### config.mk
export PLATFORM = sky130hd
export DESIGN_NAME = ppm_frame_decoder
export DESIGN_NICKNAME = d
export VERILOG_FILES = /design/src/hdl/ppmfd_pkg.sv /design/src/hdl/ppmfd_queue.sv /design/src/hdl/ppmfd_front.sv /design/src/hdl/ppmfd_back.sv /design/src/hdl/ppm_frame_decoder.sv
export SDC_FILE = /design/constraint.sdc
export NUM_CORES = 1
export LEC_CHECK = 0
export ABC_AREA = 1
export BUFFER_PORTS_ARGS = -buffer_cell sky130_fd_sc_hd__buf_4
export CAP_MARGIN = 5
export CORE_MARGIN = 3
export CORE_UTILIZATION = 40
export DETAILED_ROUTE_END_ITERATION = 12
export GPL_TIMING_DRIVEN = 0
export PLACE_DENSITY = 0.59
export SKIP_LAST_GASP = 1
export SYNTH_ARGS = -nofsm -noshare
export SYNTH_HDL_FRONTEND = slang
export SYNTH_SLANG_ARGS = --single-unit
### constraint.sdc
create_clock -name aclk -period 6.2 [get_ports aclk]
set_clock_uncertainty 0.2 [all_clocks]
set_input_delay 0.62 -clock aclk [delete_from_list [all_inputs] [get_ports aclk]]
set_output_delay 0.62 -clock aclk [all_outputs]
set_load 0.02 [all_outputs]
### src/hdl/ppmfd_pkg.sv
// ----------------------------------------------------------------------------
// ppmfd_pkg
// Shared types and constants for the PPM frame decoder.
// ----------------------------------------------------------------------------
package ppmfd_pkg;

    localparam int TIME_W           = 16;
    localparam int DEF_MAX_CHANNELS = 16;
    localparam int MAX_CHANNELS_HI  = 32;
    localparam int RUN_W            = $clog2(MAX_CHANNELS_HI + 1);
    localparam int LOCK_W           = 5;
    localparam int IDX_W            = 4;
    localparam int SETTLE_W         = 4;
    localparam int CFG_ADDR_W       = 3;
    localparam int CFG_DATA_W       = 16;
    localparam int QUEUE_DEPTH      = 4;

    // register map
    localparam logic [CFG_ADDR_W-1:0] REG_START_GAP_MIN     = 3'd0;
    localparam logic [CFG_ADDR_W-1:0] REG_PULSE_WIDTH_MIN   = 3'd1;
    localparam logic [CFG_ADDR_W-1:0] REG_PULSE_WIDTH_MAX   = 3'd2;
    localparam logic [CFG_ADDR_W-1:0] REG_CHANNEL_VALUE_MIN = 3'd3;
    localparam logic [CFG_ADDR_W-1:0] REG_CHANNEL_VALUE_MAX = 3'd4;
    localparam logic [CFG_ADDR_W-1:0] REG_MIN_CHANNELS      = 3'd5;
    localparam logic [CFG_ADDR_W-1:0] REG_LOCK_FRAMES       = 3'd6;

    // register reset values
    localparam logic [TIME_W-1:0]   RST_START_GAP_MIN     = 16'd2300;
    localparam logic [TIME_W-1:0]   RST_PULSE_WIDTH_MIN   = 16'd200;
    localparam logic [TIME_W-1:0]   RST_PULSE_WIDTH_MAX   = 16'd600;
    localparam logic [TIME_W-1:0]   RST_CHANNEL_VALUE_MIN = 16'd800;
    localparam logic [TIME_W-1:0]   RST_CHANNEL_VALUE_MAX = 16'd2200;
    localparam logic [LOCK_W-1:0]   RST_MIN_CHANNELS      = 5'd5;
    localparam logic [SETTLE_W-1:0] RST_LOCK_FRAMES       = 4'd4;

    typedef enum logic [1:0] {
        PH_UNSYNC   = 2'd0,
        PH_ARM      = 2'd1,
        PH_ACTIVE   = 2'd2,
        PH_INACTIVE = 2'd3
    } phase_t;

    // one entry of the front-to-back queue
    typedef struct packed {
        logic               publish;
        logic [RUN_W-1:0]   run_len;
        logic [LOCK_W-1:0]  locked;
        logic [TIME_W-1:0]  frame_ticks;
        phase_t             phase;
    } job_t;

endpackage

### src/hdl/ppmfd_queue.sv
// ----------------------------------------------------------------------------
// ppmfd_queue
// Small register FIFO of jobs between the edge classifier and the emitter.
// ----------------------------------------------------------------------------
module ppmfd_queue #(
    parameter int DEPTH = ppmfd_pkg::QUEUE_DEPTH
) (
    input  logic              aclk,
    input  logic              aresetn,
    input  logic              push,
    input  ppmfd_pkg::job_t   push_job,
    output logic              full,
    input  logic              pop,
    output ppmfd_pkg::job_t   head_job,
    output logic              empty
);
    import ppmfd_pkg::*;

    localparam int PTR_W = (DEPTH > 1) ? $clog2(DEPTH) : 1;
    localparam int CNT_W = $clog2(DEPTH + 1);

    job_t             slot_reg [DEPTH];
    logic [PTR_W-1:0] wr_ptr_reg, rd_ptr_reg;
    logic [CNT_W-1:0] count_reg;
    logic             do_push, do_pop;

    assign full     = (count_reg == CNT_W'(DEPTH));
    assign empty    = (count_reg == '0);
    assign do_push  = push && !full;
    assign do_pop   = pop && !empty;
    assign head_job = slot_reg[rd_ptr_reg];

    always_ff @(posedge aclk) begin
        if (!aresetn) begin
            wr_ptr_reg <= '0;
            rd_ptr_reg <= '0;
            count_reg  <= '0;
        end else begin
            if (do_push) begin
                wr_ptr_reg <= (wr_ptr_reg == PTR_W'(DEPTH - 1)) ? '0 : wr_ptr_reg + 1'b1;
            end
            if (do_pop) begin
                rd_ptr_reg <= (rd_ptr_reg == PTR_W'(DEPTH - 1)) ? '0 : rd_ptr_reg + 1'b1;
            end
            if (do_push && !do_pop) begin
                count_reg <= count_reg + 1'b1;
            end else if (do_pop && !do_push) begin
                count_reg <= count_reg - 1'b1;
            end
        end
    end

    always_ff @(posedge aclk) begin
        if (do_push) begin
            slot_reg[wr_ptr_reg] <= push_job;
        end
    end

endmodule

### src/hdl/ppmfd_front.sv
// ----------------------------------------------------------------------------
// ppmfd_front
// Edge classifier: config registers, phase tracking, window checks, count
// settling; writes channel values and queues one job per edge word.
// ----------------------------------------------------------------------------
module ppmfd_front #(
    parameter int MAX_CHANNELS = ppmfd_pkg::DEF_MAX_CHANNELS
) (
    input  logic                                 aclk,
    input  logic                                 aresetn,
    // config
    input  logic                                 cfg_we,
    input  logic [ppmfd_pkg::CFG_ADDR_W-1:0]     cfg_addr,
    input  logic [ppmfd_pkg::CFG_DATA_W-1:0]     cfg_wdata,
    // edge words
    input  logic                                 s_tvalid,
    output logic                                 s_tready,
    input  logic [ppmfd_pkg::TIME_W-1:0]         edge_time,
    input  logic                                 capture_overflow,
    // channel store write port
    output logic                                 mem_we,
    output logic [((MAX_CHANNELS > 1) ? $clog2(MAX_CHANNELS) : 1)-1:0] mem_addr,
    output logic [ppmfd_pkg::TIME_W-1:0]         mem_wdata,
    // job queue
    output logic                                 job_push,
    output ppmfd_pkg::job_t                      job,
    input  logic                                 queue_full,
    input  logic                                 run_done
);
    import ppmfd_pkg::*;

    localparam int CNT_W = $clog2(MAX_CHANNELS + 1);
    localparam int AW    = (MAX_CHANNELS > 1) ? $clog2(MAX_CHANNELS) : 1;

    // config registers
    logic [TIME_W-1:0]   start_gap_min_reg, pulse_width_min_reg, pulse_width_max_reg;
    logic [TIME_W-1:0]   channel_value_min_reg, channel_value_max_reg;
    logic [LOCK_W-1:0]   min_channels_reg;
    logic [SETTLE_W-1:0] lock_frames_reg;

    // decoder state
    phase_t              phase_reg, phase_next;
    logic [TIME_W-1:0]   prev_edge_reg, prev_edge_next;
    logic [TIME_W-1:0]   prev_mark_reg, prev_mark_next;
    logic [TIME_W-1:0]   frame_origin_reg, frame_origin_next;
    logic [TIME_W-1:0]   frame_len_reg, frame_len_next;
    logic [CNT_W-1:0]    pending_reg, pending_next;
    logic [CNT_W-1:0]    locked_reg, locked_next;
    logic [CNT_W-1:0]    cand_reg, cand_next;
    logic [SETTLE_W-1:0] settle_reg, settle_next;
    logic                busy_reg, busy_next;

    logic                accept;
    logic                emit;
    logic [TIME_W-1:0]   width, interval;
    logic                pulse_ok, value_ok;

    assign s_tready = !busy_reg && !queue_full;
    assign accept   = s_tvalid && s_tready;

    assign width    = edge_time - prev_edge_reg;
    assign interval = edge_time - prev_mark_reg;
    assign pulse_ok = (width >= pulse_width_min_reg) && (width <= pulse_width_max_reg);
    assign value_ok = (interval >= channel_value_min_reg)
                   && (interval <= channel_value_max_reg);

    always_comb begin
        phase_next        = phase_reg;
        prev_edge_next    = prev_edge_reg;
        prev_mark_next    = prev_mark_reg;
        frame_origin_next = frame_origin_reg;
        frame_len_next    = frame_len_reg;
        pending_next      = pending_reg;
        locked_next       = locked_reg;
        cand_next         = cand_reg;
        settle_next       = settle_reg;
        emit              = 1'b0;
        mem_we            = 1'b0;
        mem_addr          = pending_reg[AW-1:0];
        mem_wdata         = interval;

        if (capture_overflow) begin
            phase_next  = PH_UNSYNC;
            locked_next = '0;
        end else if (width >= start_gap_min_reg) begin
            if (pending_reg != locked_reg) begin
                if (cand_reg != pending_reg) begin
                    cand_next   = pending_reg;
                    settle_next = lock_frames_reg;
                end else if (settle_reg != '0) begin
                    settle_next = settle_reg - 1'b1;
                end else begin
                    locked_next = cand_reg;
                    cand_next   = '0;
                end
            end else if (RUN_W'(pending_reg) > RUN_W'(min_channels_reg)) begin
                emit = 1'b1;
            end
            pending_next   = '0;
            phase_next     = PH_ARM;
            prev_edge_next = edge_time;
        end else begin
            case (phase_reg)
                PH_ARM: begin
                    if (!pulse_ok) begin
                        phase_next  = PH_UNSYNC;
                        locked_next = '0;
                    end else begin
                        prev_mark_next    = prev_edge_reg;
                        frame_len_next    = prev_edge_reg - frame_origin_reg;
                        frame_origin_next = prev_edge_reg;
                        phase_next        = PH_ACTIVE;
                        prev_edge_next    = edge_time;
                    end
                end
                PH_INACTIVE: begin
                    if (!pulse_ok) begin
                        phase_next  = PH_UNSYNC;
                        locked_next = '0;
                    end else begin
                        phase_next     = PH_ACTIVE;
                        prev_edge_next = edge_time;
                    end
                end
                PH_ACTIVE: begin
                    // mark moves even when the interval is rejected
                    prev_mark_next = edge_time;
                    if (!value_ok) begin
                        phase_next  = PH_UNSYNC;
                        locked_next = '0;
                    end else begin
                        if (pending_reg < CNT_W'(MAX_CHANNELS)) begin
                            mem_we       = accept;
                            pending_next = pending_reg + 1'b1;
                        end
                        phase_next     = PH_INACTIVE;
                        prev_edge_next = edge_time;
                    end
                end
                default: begin
                    prev_edge_next = edge_time;
                end
            endcase
        end

        busy_next = busy_reg;
        if (run_done) begin
            busy_next = 1'b0;
        end
        if (accept && emit) begin
            busy_next = 1'b1;
        end
    end

    assign job_push         = accept;
    assign job.publish      = emit;
    assign job.run_len      = RUN_W'(pending_reg);
    assign job.locked       = LOCK_W'(locked_next);
    assign job.frame_ticks  = frame_len_next;
    assign job.phase        = phase_next;

    always_ff @(posedge aclk) begin
        if (!aresetn) begin
            start_gap_min_reg     <= RST_START_GAP_MIN;
            pulse_width_min_reg   <= RST_PULSE_WIDTH_MIN;
            pulse_width_max_reg   <= RST_PULSE_WIDTH_MAX;
            channel_value_min_reg <= RST_CHANNEL_VALUE_MIN;
            channel_value_max_reg <= RST_CHANNEL_VALUE_MAX;
            min_channels_reg      <= RST_MIN_CHANNELS;
            lock_frames_reg       <= RST_LOCK_FRAMES;
        end else if (cfg_we) begin
            case (cfg_addr)
                REG_START_GAP_MIN:     start_gap_min_reg     <= cfg_wdata;
                REG_PULSE_WIDTH_MIN:   pulse_width_min_reg   <= cfg_wdata;
                REG_PULSE_WIDTH_MAX:   pulse_width_max_reg   <= cfg_wdata;
                REG_CHANNEL_VALUE_MIN: channel_value_min_reg <= cfg_wdata;
                REG_CHANNEL_VALUE_MAX: channel_value_max_reg <= cfg_wdata;
                REG_MIN_CHANNELS:      min_channels_reg      <= cfg_wdata[LOCK_W-1:0];
                REG_LOCK_FRAMES:       lock_frames_reg       <= cfg_wdata[SETTLE_W-1:0];
                default: ;
            endcase
        end
    end

    always_ff @(posedge aclk) begin
        if (!aresetn) begin
            phase_reg        <= PH_UNSYNC;
            prev_edge_reg    <= '0;
            prev_mark_reg    <= '0;
            frame_origin_reg <= '0;
            frame_len_reg    <= '0;
            pending_reg      <= '0;
            locked_reg       <= '0;
            cand_reg         <= '0;
            settle_reg       <= '0;
            busy_reg         <= 1'b0;
        end else begin
            busy_reg <= busy_next;
            if (accept) begin
                phase_reg        <= phase_next;
                prev_edge_reg    <= prev_edge_next;
                prev_mark_reg    <= prev_mark_next;
                frame_origin_reg <= frame_origin_next;
                frame_len_reg    <= frame_len_next;
                pending_reg      <= pending_next;
                locked_reg       <= locked_next;
                cand_reg         <= cand_next;
                settle_reg       <= settle_next;
            end
        end
    end

endmodule

### src/hdl/ppmfd_back.sv
// ----------------------------------------------------------------------------
// ppmfd_back
// Result emitter: holds the channel store, pops jobs and drives result words,
// one status word or a run of channel words per job.
// ----------------------------------------------------------------------------
module ppmfd_back #(
    parameter int MAX_CHANNELS = ppmfd_pkg::DEF_MAX_CHANNELS
) (
    input  logic                                 aclk,
    input  logic                                 aresetn,
    // channel store write port
    input  logic                                 mem_we,
    input  logic [((MAX_CHANNELS > 1) ? $clog2(MAX_CHANNELS) : 1)-1:0] mem_addr,
    input  logic [ppmfd_pkg::TIME_W-1:0]         mem_wdata,
    // job queue
    input  ppmfd_pkg::job_t                      head_job,
    input  logic                                 queue_empty,
    output logic                                 job_pop,
    output logic                                 run_done,
    // result words
    output logic                                 m_tvalid,
    input  logic                                 m_tready,
    output logic                                 out_publish,
    output logic                                 out_last,
    output logic [ppmfd_pkg::IDX_W-1:0]          out_index,
    output logic [ppmfd_pkg::TIME_W-1:0]         out_value,
    output logic [ppmfd_pkg::LOCK_W-1:0]         out_locked,
    output logic [ppmfd_pkg::TIME_W-1:0]         out_frame_ticks,
    output logic [1:0]                           out_phase
);
    import ppmfd_pkg::*;

    localparam int AW = (MAX_CHANNELS > 1) ? $clog2(MAX_CHANNELS) : 1;

    typedef enum logic [1:0] {
        ST_IDLE,
        ST_FETCH,
        ST_SHOW
    } state_t;

    logic [TIME_W-1:0] store_mem [MAX_CHANNELS];

    state_t            state_reg;
    job_t              job_reg;
    logic [AW-1:0]     idx_reg;
    logic [TIME_W-1:0] rd_data_reg;
    logic              last_reg;
    logic              done_reg;

    assign job_pop  = (state_reg == ST_IDLE) && !queue_empty;
    assign run_done = done_reg;

    assign m_tvalid        = (state_reg == ST_SHOW);
    assign out_publish     = job_reg.publish;
    assign out_last        = last_reg;
    assign out_index       = job_reg.publish ? IDX_W'(idx_reg) : '0;
    assign out_value       = job_reg.publish ? rd_data_reg : '0;
    assign out_locked      = job_reg.locked;
    assign out_frame_ticks = job_reg.frame_ticks;
    assign out_phase       = job_reg.phase;

    always_ff @(posedge aclk) begin
        if (mem_we) begin
            store_mem[mem_addr] <= mem_wdata;
        end
        if (state_reg == ST_FETCH) begin
            rd_data_reg <= store_mem[idx_reg];
        end
    end

    always_ff @(posedge aclk) begin
        if (!aresetn) begin
            state_reg <= ST_IDLE;
            job_reg   <= '0;
            idx_reg   <= '0;
            last_reg  <= 1'b0;
            done_reg  <= 1'b0;
        end else begin
            done_reg <= 1'b0;
            case (state_reg)
                ST_IDLE: begin
                    if (!queue_empty) begin
                        job_reg <= head_job;
                        idx_reg <= '0;
                        if (head_job.publish) begin
                            state_reg <= ST_FETCH;
                        end else begin
                            last_reg  <= 1'b1;
                            state_reg <= ST_SHOW;
                        end
                    end
                end
                ST_FETCH: begin
                    last_reg  <= ((RUN_W'(idx_reg) + RUN_W'(1)) == job_reg.run_len);
                    state_reg <= ST_SHOW;
                end
                ST_SHOW: begin
                    if (m_tready) begin
                        if (last_reg) begin
                            done_reg  <= job_reg.publish;
                            state_reg <= ST_IDLE;
                        end else begin
                            idx_reg   <= idx_reg + 1'b1;
                            state_reg <= ST_FETCH;
                        end
                    end
                end
                default: begin
                    state_reg <= ST_IDLE;
                end
            endcase
        end
    end

endmodule

### src/hdl/ppm_frame_decoder.sv
// ----------------------------------------------------------------------------
// ppm_frame_decoder
// RC pulse-position frame decoder: classifies captured edge times, tracks the
// channel count and emits channel runs or status words.
// ----------------------------------------------------------------------------
// Order: once its edge word is taken, a job is registered in the queue, then
//   loaded by an idle emitter; a status word is then shown, a channel run word only after a store read.
// Throughput: the emitter loads each status job before showing its word, so edge
//   words go in one a cycle only until the 4-deep job queue fills; a published frame
//   is emitted as a job load, then a store read plus output per word, and the input
//   stalls until after its last word is taken.
// Reset: aresetn is synchronous, active low; it loads the register defaults,
//   clears phase, counters and queue. The channel store is not cleared.
module ppm_frame_decoder #(
    parameter int MAX_CHANNELS = ppmfd_pkg::DEF_MAX_CHANNELS
) (
    input  logic                               aclk,
    input  logic                               aresetn,
    // configuration write port
    input  logic                               cfg_we,
    input  logic [ppmfd_pkg::CFG_ADDR_W-1:0]   cfg_addr,
    input  logic [ppmfd_pkg::CFG_DATA_W-1:0]   cfg_wdata,
    // edge words
    input  logic                               s_tvalid,
    output logic                               s_tready,
    input  logic [15:0]                        s_tdata,   // [15:0] edge_time
    input  logic                               s_tuser,   // [0] capture_overflow
    // result words
    output logic                               m_tvalid,
    input  logic                               m_tready,
    // [3:0] channel_index, [19:4] channel_value, [24:20] locked_channels,
    // [40:25] frame_ticks, [42:41] phase_now, [47:43] zero
    output logic [47:0]                        m_tdata,
    output logic                               m_tuser,   // [0] publish
    output logic                               m_tlast
);
    import ppmfd_pkg::*;

    localparam int AW = (MAX_CHANNELS > 1) ? $clog2(MAX_CHANNELS) : 1;

    // channel store write, front -> back
    logic              mem_we;
    logic [AW-1:0]     mem_addr;
    logic [TIME_W-1:0] mem_wdata;

    // job queue
    job_t              push_job, head_job;
    logic              job_push, job_pop;
    logic              queue_full, queue_empty;
    logic              run_done;

    // emitter outputs
    logic              out_publish, out_last;
    logic [IDX_W-1:0]  out_index;
    logic [TIME_W-1:0] out_value, out_frame_ticks;
    logic [LOCK_W-1:0] out_locked;
    logic [1:0]        out_phase;

    // Front: one edge word per cycle while not stalled, every decision made at accept time.
    // It stalls while a published run is still reading the channel store,
    // so the store is never rewritten under the emitter.
    ppmfd_front #(
        .MAX_CHANNELS (MAX_CHANNELS)
    ) u_front (
        .aclk             (aclk),
        .aresetn          (aresetn),
        .cfg_we           (cfg_we),
        .cfg_addr         (cfg_addr),
        .cfg_wdata        (cfg_wdata),
        .s_tvalid         (s_tvalid),
        .s_tready         (s_tready),
        .edge_time        (s_tdata[TIME_W-1:0]),
        .capture_overflow (s_tuser),
        .mem_we           (mem_we),
        .mem_addr         (mem_addr),
        .mem_wdata        (mem_wdata),
        .job_push         (job_push),
        .job              (push_job),
        .queue_full       (queue_full),
        .run_done         (run_done)
    );

    // Short job queue decouples classification from result delivery.
    ppmfd_queue #(
        .DEPTH (QUEUE_DEPTH)
    ) u_queue (
        .aclk     (aclk),
        .aresetn  (aresetn),
        .push     (job_push),
        .push_job (push_job),
        .full     (queue_full),
        .pop      (job_pop),
        .head_job (head_job),
        .empty    (queue_empty)
    );

    // Back: turns each job into one status word or a run of channel words.
    ppmfd_back #(
        .MAX_CHANNELS (MAX_CHANNELS)
    ) u_back (
        .aclk            (aclk),
        .aresetn         (aresetn),
        .mem_we          (mem_we),
        .mem_addr        (mem_addr),
        .mem_wdata       (mem_wdata),
        .head_job        (head_job),
        .queue_empty     (queue_empty),
        .job_pop         (job_pop),
        .run_done        (run_done),
        .m_tvalid        (m_tvalid),
        .m_tready        (m_tready),
        .out_publish     (out_publish),
        .out_last        (out_last),
        .out_index       (out_index),
        .out_value       (out_value),
        .out_locked      (out_locked),
        .out_frame_ticks (out_frame_ticks),
        .out_phase       (out_phase)
    );

    assign m_tdata = {5'd0, out_phase, out_frame_ticks, out_locked, out_value, out_index};
    assign m_tuser = out_publish;
    assign m_tlast = out_last;

endmodule

# Word-level counts from Yosys, hierarchy flattened

Memories as Yosys holds them, arrays and structs flattened. A register that Yosys moved wholly into a read port is not among the register bits.
Index checks and enable logic that the tools add are counted.

Bits in registers: 220
Memory bits (writable): 372
Bits of input ports: 41
Output and inout bits: 52
Logic and storage cells: 190
Memories: 2

Memories:

| memory           | words | width | rd ports | clocked after memory_dff | wr ports | line              | source |
|---|---|---|---|---|---|---|---|
| u_back.store_mem | 16    | 16    | 1        | 1                        | 1        | ppmfd_back.sv:41  | `logic [TIME_W-1:0] store_mem [MAX_CHANNELS];` |
| u_queue.slot_reg | 4     | 29    | 1        | 1                        | 1        | ppmfd_queue.sv:22 | `job_t slot_reg [DEPTH];` |

Add/subtract/negate cells: 11
$lt $le $gt $ge: 7
Equal/unequal tests: 25
Mux-type cells: 66
Bitwise logic cells: 3
Reductions and logical operators: 47

Operators by type and width:

| kind                 | count |
|---|---|
| $mux W16             | 9 |
| $mux W5              | 13 |
| $pmux W16 S2         | 2 |
| $ge A16 B16 Y1       | 3 |
| $sub A16 B16 Y16     | 3 |
| $le A16 B16 Y1       | 2 |
| $reduce_and A5 Y1    | 5 |
| $mux W4              | 6 |
| $mux W2              | 11 |
| $mux W1              | 18 |
| $reduce_and A2 Y1    | 9 |
| $reduce_bool A2 Y1   | 9 |
| $eq A3 B3 Y1 const B | 4 |
| $reduce_and A4 Y1    | 3 |
| $eq A2 B2 Y1 const B | 5 |
| $logic_and A1 B1 Y1  | 10 |
| $ne A5 B5 Y1         | 2 |
| $pmux W5 S2          | 1 |
| $pmux W4 S2          | 1 |
| $eq A3 B2 Y1 const B | 2 |
| $eq A6 B6 Y1         | 1 |
| $logic_not A3 Y1     | 2 |
| $mux W3              | 2 |
| $ne A2 B1 Y1 const B | 3 |
| other kinds (22)     | 33 |

# Depth between registers and ports, before layout

Gate-level depths: netlist of the first run.

Depth after elaboration: 11
Mapped depth: 25
Mapped depth without buffers: 24

# Cells and area by module

From an unflattened synthesis of the first run, not the netlist that was laid out.

Cells, all modules: 3,032
Area total of the unflattened synthesis: 29,127.9 µm²

Modules (own cells, without submodules):

| module            | times used | cells each | area an instance (µm²) |
|---|---|---|---|
| ppmfd_back        | 1          | 1,058      | 12,519.5 |
| ppmfd_front       | 1          | 1,605      | 11,562.3 |
| ppmfd_queue       | 1          | 363        | 5,004.8 |
| ppm_frame_decoder | 1          | 6          | 41.3 |

# Worst setup path after synthesis of the first run

No wires, ideal clock.

Path kind: input -> register
Start point: in s_tdata[0]
End point: mem u_back.store_mem[0][0] (enable)
Arrival: 4,573 ps
Path slack: 1,039 ps
Stages on the path: 21
Path buffers: 0
Cells stage by stage: inv_1 > ha_1 > fa_1 > inv_1 > a31oi_1 > o21ai_0 > nand3_1 > nand2_1 > nand2_1 > nand3_1 > xor2_1 > ha_1 > nand2_1 > o21ai_0 > a21oi_1 > nand2_1 > nand2_1 > nand3_1 > nor3b_2 > nand2_1 > nor2_1

Longest elaborated chain between the ends: 9
Elaborated cells on any way between the ends: 12
Those cells by class: add/sub (2); order compare (3); mux (6); reduce/logical (1)

Ends and longest elaborated chain:

| what                                             | line                                 | source |
|---|---|---|
| start, declared                                  | ppm_frame_decoder.sv:26              | `input logic [15:0] s_tdata,` |
| $sub A16 B16 Y16 *                               | ppmfd_front.sv:62                    | `assign interval = edge_time - prev_mark_reg;` |
| via mem_wdata[14]                                | ppm_frame_decoder.sv:44              | `logic [TIME_W-1:0] mem_wdata;` |
| $ge A16 B16 Y1 or $le A16 B16 Y1 (tied branches) | ppmfd_front.sv:64, ppmfd_front.sv:65 |  |
| $logic_and A1 B1 Y1 *                            | ppmfd_front.sv:65                    | `&& (interval <= channel_value_max_reg);` |
| $mux W1 *                                        | ppmfd_front.sv:128                   | `if (!value_ok) begin` |
| $mux W1 *                                        | ppmfd_front.sv:103                   | `case (phase_reg)` |
| $mux W1 *                                        | ppmfd_front.sv:85                    | `end else if (width >= start_gap_min_reg) begin` |
| $mux W1 *                                        | ppmfd_front.sv:82                    | `if (capture_overflow) begin` |
| $mux W1 *                                        | ppmfd_back.sv:63                     | `if (mem_we) begin` |
| $mux W1 (implied by the code) *                  | ppmfd_back.sv:64                     | `store_mem[mem_addr] <= mem_wdata;` |
| end, declared                                    | ppmfd_back.sv:41                     |  |

Mark *: on every way through the listed nets, which the timed path passes. The rest lies on a longest branch.

# Final worst setup path of the first run

Start point: reg u_front.prev_edge_reg[2]
End point: mem u_back.store_mem[13][2] (enable)

Longest elaborated chain between the ends: 6

Ends and longest elaborated chain:

| what                          | line               | source |
|---|---|---|
| start, declared               | ppmfd_front.sv:43  | `logic [TIME_W-1:0] prev_edge_reg, prev_edge_next;` |
| start signal, assigned        | ppmfd_front.sv:201 | `prev_edge_reg <= prev_edge_next;` |
| $sub A16 B16 Y16              | ppmfd_front.sv:61  | `assign width = edge_time - prev_edge_reg;` |
| $ge A16 B16 Y1                | ppmfd_front.sv:85  |  |
| $mux W1                       | ppmfd_front.sv:85  |  |
| $mux W1                       | ppmfd_front.sv:82  |  |
| $mux W1                       | ppmfd_back.sv:63   |  |
| $mux W1 (implied by the code) | ppmfd_back.sv:64   |  |

No other way between the ends.

==> run_results.csv, run 1 <==
group,metric,value,unit
timing,period_share,96.12,%
routing,routed_wl,81.46,mm
die,dieArea,74570,sq um
timing,holdWs,0.07111,ns
die,rows,97,
global_routing,grt_pass1_wl,124.3,mm
power_and_ir_drop,swShare,34.97,%
final_layout,area_growth,16.82,%
critical_path,worstSetupPathType,"reg2reg",
placement,placed_area,30970,sq um
critical_path,rrSetupSlack,0.24,ns
global_routing,grt_max_degree,25,
global_routing,grt.total_usage,21.70,%
placement,io_buffers,87,
timing,fin_crit,5.960,ns
routing,drtAntennaViolNets,0,
power_and_ir_drop,leakage,0.01302,uW
logic_synthesis,synth-edff-count,388,
timing,tightest_slew,1.004,ns
logic_synthesis,avgSynthCellArea,9.731,sq um
logic_synthesis,synth_seq_cells,609,
critical_path,endpoint,"u_back.store_mem[13][2]$_DFFE_PP_",
timing,max_freq,0.1678,GHz
clock_tree,clockBufferDepth,3,
global_routing,antenna_found_initial,1,
final_layout,fin_util,47.35,%
clock_tree,postCtsSetupBuffers,0,
timing,finalHoldViolCount,0,
logic_synthesis,synth_cells,2932,
timing,fin_tns_setup,0,ns
critical_path,crit_start,"u_front.prev_edge_reg[2]$_SDFFE_PN0P_",
final_layout,largest_reg_flops,256,
timing,setup_violations,0,
die,core-area,70390,sq um
worst_hold_path,holdCritPathClass,"in2reg",
placement,dp_cells,3990,
final_layout,finalNetCount,3307,
timing,relSlewSlack,32.73,%
timing,final_max_slew_viol_count,0,
die,die_w,273.1,um
final_layout,instances_no_fill,4115,
status,outcome,"complete, no violations",
routing,drt_iter0_drc,1810,
routing,avgRoutedWirePerCell,19.80,um
power_and_ir_drop,clockPowerShare,31.7,%
routing,viasPerCell,5.316,
clock_tree,cts_tree,"done",
job,drv_cap,0,
placement,place_congestion,0.8925,
critical_path,crit_required,6.33,ns
placement,dp_hpwl,58.84,mm
logic_synthesis,synth_ff_type,"edfxtp_1",
final_layout,layout-drive-gt1-share,10.55,%
critical_path,critPathMaxFanout,13,
power_and_ir_drop,internal_power,8387,uW
power_and_ir_drop,pwr-share-seq,38.3,%
critical_path,reg2reg_to,"u_back.store_mem[13][2]$_DFFE_PP_",
critical_path,critPathCaptureType,"flop",
routing,post-route-drc-count,0,
routing,firstDrtPassIters,5,
logic_synthesis,yosysSeqAreaShare,56.34,%
clock_tree,cts_num_sinks,609,
critical_path,crit_arrival,6.09,ns
clock_tree,clkTransAtPathRegs,0.06,ns
clock_tree,numCtsBuffers,68,
global_routing,grt_overflow,0,
timing,rsz0062_at_grt,"yes",
power_and_ir_drop,p_sw,4511,uW
clock_tree,cts_htree_levels,3,
critical_path,startpoint_type,"flop",
logic_synthesis,synth_area,28530,sq um
power_and_ir_drop,pwr-share-comb,30.0,%
die,floorplan.initialDensity,40.53,%
die,die_y,273.1,um
routing,vias,21870,
die,ios,93,
logic_synthesis,synthDistinctLibCells,51,
power_and_ir_drop,powerDensity,387.0,nW/um^2
global_routing,grt_pass1_vias,21600,
power_and_ir_drop,ir_worst_vdd,0.1822,mV
logic_synthesis,synthArstFlopShare,0,%
logic_synthesis,yosysWarnings,0,
critical_path,r2r_start,"u_front.prev_edge_reg[2]$_SDFFE_PN0P_",
critical_path,r2r_cells,19,
clock_tree,clkLatencyLatePin,0.63,ns
final_layout,fin_area,33330,sq um
clock_tree,cts-root-buf,"clkbuf_16",
==> worst min path at each step <==
stage	from	to	cells past startpoint
3_5_place_dp	u_front.channel_value_min_reg[14]$_SDFFE_PN0P_	u_front.channel_value_min_reg[14]$_SDFFE_PN0P_	2
5_1_grt	cfg_wdata[8]	u_front.channel_value_min_reg[8]$_SDFFE_PN1P_	3
6_report	cfg_wdata[9]	u_front.pulse_width_max_reg[9]$_SDFFE_PN1P_	3
4_1_cts	cfg_wdata[9]	u_front.pulse_width_max_reg[9]$_SDFFE_PN1P_	3
3_3_place_gp	u_front.channel_value_min_reg[10]$_SDFFE_PN0P_	u_front.channel_value_min_reg[10]$_SDFFE_PN0P_	2
2_1_floorplan	u_front.lock_frames_reg[2]$_SDFFE_PN1P_	u_front.lock_frames_reg[2]$_SDFFE_PN1P_	2
==> cells by family after synthesis <==
| group | share of synthesized area [%] |
|---|---|
| AO/OA/AOI/OAI | 13.41 |
| XOR/XNOR | 1.965 |
| adder cells (fa/ha/maj) | 6.508 |
| buffers and inverters | 6.561 |
| flip-flops | 56.34 |
| multiplexers | 1.579 |
| other | 0.01314 |
| AND/OR/NAND/NOR | 13.62 |
==> placed cells by master (no fill, tap or decap), types with 16 or more instances in the layout <==
cell type  Yosys  final
nor2_1       419    398
edfxtp_1     388    388
nand2_1      383    383
o21ai_0      292    292
inv_1        287    287
dfxtp_1      221    221
a21oi_1      175    175
ha_1         142    142
buf_4         32    120
clkbuf_1      99    110
nand3_1       97     97
clkbuf_16      0     68
mux2i_1       45     45
o221ai_1      45     45
o211ai_1      41     41
xor2_1        38     32
a31oi_1       29     29
xnor2_1       26     22
buf_2         20     20
o21a_1        19     19
buf_8          0     18
o32ai_1       16     16
==> layout make-up <==
| cell class | instances | area (sq um) |
|---|---|---|
| sequential | 609 | 16080 |
| multi-input combinational | 1871 | 10790 |
| fill | 6564 | 37060 |
| timing repair buffer | 114 | 1105 |
| clock inverter | 38 | 471.7 |
| clock buffer | 86 | 1839 |
| inverter | 294 | 1104 |
| antenna | 1 | 2.502 |
| tap | 940 | 1176 |
| buffer | 162 | 768.2 |
==> metrics by stage <==
step	total power [uW]	setup WS (ns)
after floorplan	7489	1.039
after global placement	8700	-1.717
after detailed placement	8873	-0.5198
after CTS	12970	0.1308
after global routing	13590	-0.002392
final	12900	0.2404
==> cells in the mapped netlist, drive strengths merged, types with 38 or more instances <==
cell type	count	area [sq um]
inv	292	1096
clkbuf	99	371.6
edfxtp	388	11650
nor2	423	1608
o211ai	41	307.8
a21oi	178	917.1
o21ai	305	1526
o221ai	45	394.1
dfxtp	221	4424
ha	142	1777
nand3	100	530.5
mux2i	45	450.4
xor2	38	332.8
buf	63	396.6
nand2	394	1511
==> routing by layer <==
layer  routed length [um]  part of all wire [%]  GRT usage [%]  vias to the layer above
met5                    0                     0              0                        -
met4                 2179                   2.7          7.514                        0
met3                 5058                   6.2          2.906                      135
met2                39080                    48          36.85                      766
met1                35140                    43          28.55                    10550
li1                     -                     -              -                    10430
==> critical path, cell delays in order (launching register included) <==
cell and delay, ns:
dfxtp_1 0.37, inv_1 0.10, ha_1 0.37, a21oi_1 0.17, o21ai_1 0.13, a21oi_1 0.33
o21ai_1 0.14, a21boi_0 0.38, o21ai_1 0.12, xor2_1 0.50, ha_1 0.35, nand2_1 0.15
o21ai_1 0.13, a21oi_4 0.28, nand3_4 0.19, nor2_2 0.29, nor3b_2 0.43, nand2_1 0.29
nor2_2 0.48, buf_8 0.25
==> timing repair <==
action	4_1_cts	5_1_grt
hold buffers	0	0
pin swaps	0	0
gates resized for setup	1	7
cloned	0	0
setup endpoints to repair	2	149
==> power by group through the flow <==
stage          Combinational [uW]  Sequential (uW)  Clock [uW]
6_report                     3870             4940        4090
5_1_grt                      4290             4970        4340
4_1_cts                      3870             4940        4160
3_5_place_dp                 3840             5030           0
3_3_place_gp                 3670             5030           0
2_1_floorplan                2520             4970           0
Note: power is estimated with default switching activity, not from simulation.
==> run 2, diff against run 1 <==
--- a/config.mk
+++ b/config.mk
@@ -8,11 +8,14 @@
 export ABC_AREA = 1
 export BUFFER_PORTS_ARGS = -buffer_cell sky130_fd_sc_hd__buf_4
 export CAP_MARGIN = 5
+export CELL_PAD_IN_SITES_DETAIL_PLACEMENT = 1
+export CELL_PAD_IN_SITES_GLOBAL_PLACEMENT = 1
 export CORE_MARGIN = 3
 export CORE_UTILIZATION = 40
 export DETAILED_ROUTE_END_ITERATION = 12
 export GPL_TIMING_DRIVEN = 0
-export PLACE_DENSITY = 0.59
+export PLACE_DENSITY = 0.71
+export RECOVER_POWER = 100
 export SKIP_LAST_GASP = 1
 export SYNTH_ARGS = -nofsm -noshare
 export SYNTH_HDL_FRONTEND = slang
==> run 2 against run 1 <==
Effect of this change:
- highest routed layer unchanged
- setup slack gained 0.0041 ns
- sequential share of layout area up 0.56 points
- routed wire length up 13%
- largest power group unchanged
- the run now ends with capacitance limit, slew limit left
==> run_results.csv, run 2 (synthesis results as in run 1) <==
group,metric,value,unit
status,outcome,"complete, but fails checks",
status,violations,"capacitance limit, slew limit",
critical_path,critPathMaxFanout,10,
timing,period_share,96.06,%
clock_tree,cts_tree,"done",
timing,worst_slack,0.2445,ns
die,core-area,70390,sq um
power_and_ir_drop,pwr-share-seq,38.5,%
power_and_ir_drop,clockPowerShare,31.6,%
final_layout,area_growth,15.48,%
critical_path,critPathCaptureType,"flop",
routing,firstDrtPassIters,5,
timing,final_max_slew_viol_count,119,
critical_path,r2r_start,"u_front.prev_edge_reg[2]$_SDFFE_PN0P_",
global_routing,grt_pass1_wl,138.8,mm
routing,vias,22530,
power_and_ir_drop,power,12870,uW
critical_path,crit_arrival,6.04,ns
placement,dp_hpwl,66.16,mm
timing,relSlewSlack,-17.61,%
global_routing,grt_max_degree,25,
routing,drt_iter0_drc,1659,
critical_path,startpoint_type,"flop",
clock_tree,cts-root-buf,"clkbuf_16",
global_routing,antenna_found_initial,3,
die,die_w,273.1,um
placement,pre_cts_ws,-0.3519,ns
global_routing,grt.total_usage,24.23,%
routing,routed_wl,92.10,mm
final_layout,final_common_cell,"nor2_1",
job,drv_cap,5,
clock_tree,cts_htree_levels,3,
power_and_ir_drop,p_sw,4641,uW
power_and_ir_drop,ir_worst_vdd,0.2314,mV
final_layout,final_cell_mix,"nor2_1 (404), nand2_1 (389), edfxtp_1 (388)",
clock_tree,clockBufferDepth,3,
final_layout,fin_util,46.81,%
critical_path,crit_start,"u_front.prev_edge_reg[2]$_SDFFE_PN0P_",
routing,post-route-drc-count,0,
routing,drtAntennaViolNets,0,
die,dieArea,74570,sq um
timing,finalHoldViolCount,0,
clock_tree,clkTransAtPathRegs,0.06,ns
clock_tree,hold_buffers,0,
critical_path,crit_required,6.29,ns
timing,fin_crit,5.956,ns
final_layout,layout-drive-gt1-share,7.956,%
placement,place_congestion,0.8563,
final_layout,finalNetCount,3315,
power_and_ir_drop,powerDensity,390.5,nW/um^2
power_and_ir_drop,internal_power,8227,uW
placement,io_buffers,87,
worst_hold_path,hp-start,"s_tdata[0]",
timing,holdWs,0.06653,ns
die,die_y,273.1,um
die,ios,93,
timing,tightest_slew,1.752,ns
worst_hold_path,holdCritPathClass,"in2reg",
final_layout,fin_area,32950,sq um
die,floorplan.initialDensity,40.53,%
clock_tree,numCtsBuffers,71,
power_and_ir_drop,pwr-share-comb,29.9,%
routing,viasPerCell,5.465,
timing,setup_violations,0,
critical_path,worstSetupPathType,"reg2reg",
placement,placed_area,31010,sq um
timing,max_freq,0.1679,GHz
power_and_ir_drop,swShare,36.06,%
power_and_ir_drop,leakage,0.01271,uW
routing,avgRoutedWirePerCell,22.34,um
global_routing,grt_pass1_vias,23730,
clock_tree,clkLatencyLatePin,0.64,ns
final_layout,largest_reg_flops,256,
clock_tree,cts_num_sinks,609,
die,rows,97,
global_routing,grt_overflow,0,
run 2: cell types whose count changed in the layout (fill, tap and decap cells not counted), sizes merged:
cell      delta
clkbuf      +77
buf         -66
clkinv       -8
inv          +3
bufinv       -2
clkinvlp     +2
diode        +1
run 2: per-layer routing:
layer | track usage [%] | wire length, um | vias to the layer above
met5 | 0 | 0 | -
met4 | 8.230 | 2798 | 0
met3 | 2.458 | 4344 | 148
met2 | 42.69 | 45490 | 589
met1 | 31.11 | 39470 | 11350
li1 | - | - | 10440
run 2: path summary, 6_finish.rpt:
path | endpoint | slack (ns) | depth (start not counted)
worst max-delay path | u_queue.slot_reg[1][16]$_DFFE_PP_ | 0.24 | 17
worst min-delay path | u_front.prev_edge_reg[0]$_SDFFE_PN0P_ | 0.07 | 3
worst max register to register | u_queue.slot_reg[1][16]$_DFFE_PP_ | 0.24 | 17
worst min register to register | u_front.start_gap_min_reg[15]$_SDFFE_PN0P_ | 0.26 | 2
run 2: what timing repair did:
item                       CTS  global route
buffers inserted             0             4
gates resized for setup      0            16
setup endpoints to repair    1           240
pin swaps                    0             4
run 2: cell type report:
type / count / area (sq um)
plain buffers: 162 / 748.2
diodes: 2 / 5.005
clock buffers: 92 / 1886
multi-input cells: 1871 / 10690
repair buffers: 119 / 913.4
flip-flops and latches: 609 / 16080
well taps: 940 / 1176
clock inverters: 33 / 354.1
fillers: 8025 / 37440
inverters: 294 / 1104
run 2: metrics by stage:
stage                TNS [ns]  instances
detailed placement     -40.15       3991
global route        -0.004471       4121
floorplan                   0       2936
finish                      0       4122
CTS                 -0.007990       4116
global placement      -433.15       3963
run 2: critical path, stage by stage (launching register included):
cell	delay [ns]
dfxtp_1	0.37
inv_1	0.10
ha_1	0.36
a21oi_1	0.16
o21ai_1	0.12
a21oi_1	0.35
o21ai_1	0.15
a21boi_0	0.43
o21ai_1	0.16
xor2_2	0.35
ha_1	0.22
nand2_1	0.07
nor4_1	0.71
nand2_2	0.19
nand4_1	0.46
nor2_1	0.26
buf_4	0.24
o21ai_0	0.70
run 2: power groups by stage:
stage               combinational [uW]  sequential (uW)  clock [uW]
floorplan                         2520             4970           0
global placement                  3700             5030           0
detailed placement                3960             5030           0
CTS                               3990             4950        4130
global route                      4260             4990        4310
finish                            3850             4960        4060
==> run 3, diff against run 2 <==
--- a/config.mk
+++ b/config.mk
@@ -14,6 +14,7 @@
 export CORE_UTILIZATION = 40
 export DETAILED_ROUTE_END_ITERATION = 12
 export GPL_TIMING_DRIVEN = 0
+export HOLD_SLACK_MARGIN = 0.12
 export PLACE_DENSITY = 0.71
 export RECOVER_POWER = 100
 export SKIP_LAST_GASP = 1
==> constraint.sdc (replaced) <==
create_clock -name aclk -period 7.1 [get_ports aclk]
set_clock_uncertainty 0.2 [all_clocks]
set_input_delay 0.71 -clock aclk [delete_from_list [all_inputs] [get_ports aclk]]
set_output_delay 0.71 -clock aclk [all_outputs]
set_load 0.02 [all_outputs]
==> run 3 against run 2 <==
Effect of this change:
- the flow still finishes with violations (capacitance limit, slew limit)
- sequential share of layout area grew 0.30 points
- hold slack better by 0.10 ns
- die area unchanged
- global-route usage unchanged
- sequential cell count stayed put
- sequential power is 13% lower
- count of clock-buffer cells in the layout unchanged
- cell area is 0.61% lower
- combinational power decreased by 13%
- largest power group unchanged
- register-to-register slack improved by 0.48 ns
==> run_results.csv, run 3 (synthesis results as in run 1) <==
group,metric,value,unit
power_and_ir_drop,ir_worst_vdd,0.2020,mV
critical_path,worstSetupPathType,"in2reg",
clock_tree,postCtsSetupBuffers,0,
routing,drt_iter0_drc,1578,
global_routing,antenna_found_initial,2,
critical_path,critPathMaxFanout,18,
timing,holdWs,0.1711,ns
die,ios,93,
power_and_ir_drop,pwr-share-comb,29.8,%
global_routing,grt_pass1_wl,138.8,mm
critical_path,reg2reg_to,"u_back.store_mem[9][7]$_DFFE_PP_",
power_and_ir_drop,p_sw,4041,uW
clock_tree,cts-root-buf,"clkbuf_16",
final_layout,num-fill-cells,8040,
placement,dp_hpwl,66.16,mm
placement,dp_cells,3991,
clock_tree,cts_tree,"done",
global_routing,grt_max_degree,25,
clock_tree,cts_num_sinks,609,
placement,place_congestion,0.8563,
routing,viasPerCell,5.435,
power_and_ir_drop,powerDensity,342.5,nW/um^2
die,die_y,273.1,um
final_layout,largest_reg_flops,256,
global_routing,grt_overflow,0,
placement,placed_area,31010,sq um
worst_hold_path,hold_depth,3,
power_and_ir_drop,internal_power,7176,uW
timing,tightest_slew,1.742,ns
status,outcome,"complete, but fails checks",
die,dieArea,74570,sq um
routing,post-route-drc-count,0,
routing,drtAntennaViolNets,0,
die,die_w,273.1,um
critical_path,crit_required,7.23,ns
power_and_ir_drop,pwr-share-seq,38.6,%
final_layout,layout-drive-gt1-share,7.305,%
timing,fin_crit,6.390,ns
routing,avgRoutedWirePerCell,22.17,um
timing,rsz0062_at_grt,"no",
critical_path,r2r_cells,20,
status,violations,"capacitance limit, slew limit",
timing,finalHoldViolCount,0,
die,floorplan.initialDensity,40.53,%
timing,final_max_slew_viol_count,119,
final_layout,instances_no_fill,4118,
clock_tree,clkTransAtPathRegs,0.05,ns
critical_path,startpoint_type,"input port",
timing,max_freq,0.1565,GHz
clock_tree,clkLatencyLatePin,0.63,ns
die,core-area,70390,sq um
die,rows,97,
clock_tree,numCtsBuffers,71,
final_layout,finalNetCount,3311,
clock_tree,cts_htree_levels,3,
critical_path,crit_arrival,6.52,ns
clock_tree,hold_buffers,0,
timing,fin_tns_setup,0,ns
power_and_ir_drop,leakage,0.01265,uW
clock_tree,clockBufferDepth,3,
routing,vias,22380,
final_layout,final_cell_mix,"nor2_1 (409), nand2_1 (389), edfxtp_1 (388)",
timing,setup_violations,0,
global_routing,grt_pass1_vias,23730,
routing,routed_wl,91.29,mm
timing,relSlewSlack,-16.97,%
final_layout,final_common_cell,"nor2_1",
clock_tree,cts_repair_resize_count,0,
power_and_ir_drop,power,11220,uW
power_and_ir_drop,clockPowerShare,31.7,%
routing,firstDrtPassIters,5,
job,drv_cap,5,
critical_path,rrSetupSlack,0.72,ns
timing,period_share,90.00,%
global_routing,grt.total_usage,24.23,%
worst_hold_path,hp-start,"cfg_wdata[8]",
final_layout,area_growth,14.78,%
placement,io_buffers,87,
critical_path,r2r_start,"u_front.prev_edge_reg[2]$_SDFFE_PN0P_",
worst_hold_path,whs_endpoint,"u_front.channel_value_min_reg[8]$_SDFFE_PN1P_",
final_layout,fin_area,32750,sq um
critical_path,critPathCaptureType,"flop",
power_and_ir_drop,swShare,36.02,%
worst_hold_path,holdCritPathClass,"in2reg",
run 3: changes by cell type in the layout (fill, tap and decap cells not counted), moves of 5 or more:
cell,previous run,this run
nor2_4,14,1
nor2_2,5,13
clkbuf_1,185,191
nor2_1,404,409
o21ai_0,296,301
o21ai_1,9,4
run 3: power by group through the flow:
stage               clock network (uW)  logic, uW  registers (uW)
CTS                               3610       3490            4320
floorplan                            0       2200            4340
global route                      3760       3690            4360
finish                            3550       3340            4330
detailed placement                   0       3460            4400
global placement                     0       3230            4390
run 3: worst max-delay path, stage by stage:
cell and delay, ns:
clkbuf_1 0.17, inv_1 0.14, ha_1 0.25, fa_1 0.43
inv_1 0.08, a31oi_1 0.14, o21ai_0 0.38, nand3_1 0.12
nand2_1 0.19, a21oi_1 0.13, xnor2_2 0.13, clkbuf_1 0.85
ha_1 0.39, nand2_1 0.08, nor2_1 0.04, a21oi_1 0.25
nand2_1 0.10, nand2_1 0.17, nand3_1 0.19, nor3b_2 0.41
nand2_1 0.26, nor2_2 0.65, buf_8 0.24
run 3: how the worst max path moves through the flow:
stage,from,end,cells past startpoint
2_1_floorplan,s_tdata[0],u_back.store_mem[0][0]$_DFFE_PP_,21
3_3_place_gp,s_tdata[2],u_back.store_mem[13][9]$_DFFE_PP_,19
3_5_place_dp,s_tdata[0],u_back.store_mem[9][12]$_DFFE_PP_,21
4_1_cts,u_front.prev_edge_reg[1]$_SDFFE_PN0P_,u_back.store_mem[9][7]$_DFFE_PP_,20
5_1_grt,s_tdata[0],u_back.store_mem[9][7]$_DFFE_PP_,21
6_report,s_tdata[0],u_back.store_mem[9][7]$_DFFE_PP_,23
run 3: area by class of cell:
cell class | count | area (sq um) | area share [%]
flip-flops and latches | 609 | 16080 | 49.09
multi-input cells | 1871 | 10580 | 32.30
repair buffers | 115 | 830.8 | 2.537
clock buffers | 92 | 1886 | 5.758
well taps | 940 | 1176 | 3.591
diodes | 2 | 5.005 | 0.01528
clock inverters | 33 | 354.1 | 1.081
inverters | 294 | 1104 | 3.370
plain buffers | 162 | 740.7 | 2.262
run 3: per-layer routing:
metal	up-vias	global-route usage [%]	routed length [um]
met5	-	0	0
met4	0	8.230	2742
met3	154	2.458	3843
met2	552	42.69	45130
met1	11250	31.11	39580
li1	10430	-	-
run 3: per-stage QoR:
stage	utilization [%]	setup slack (ns)
6_report	46.52	0.7097
5_1_grt	46.52	0.3094
4_1_cts	47.24	0.8920
3_5_place_dp	44.06	0.4582
3_3_place_gp	43.15	-1.123
2_1_floorplan	-	1.849
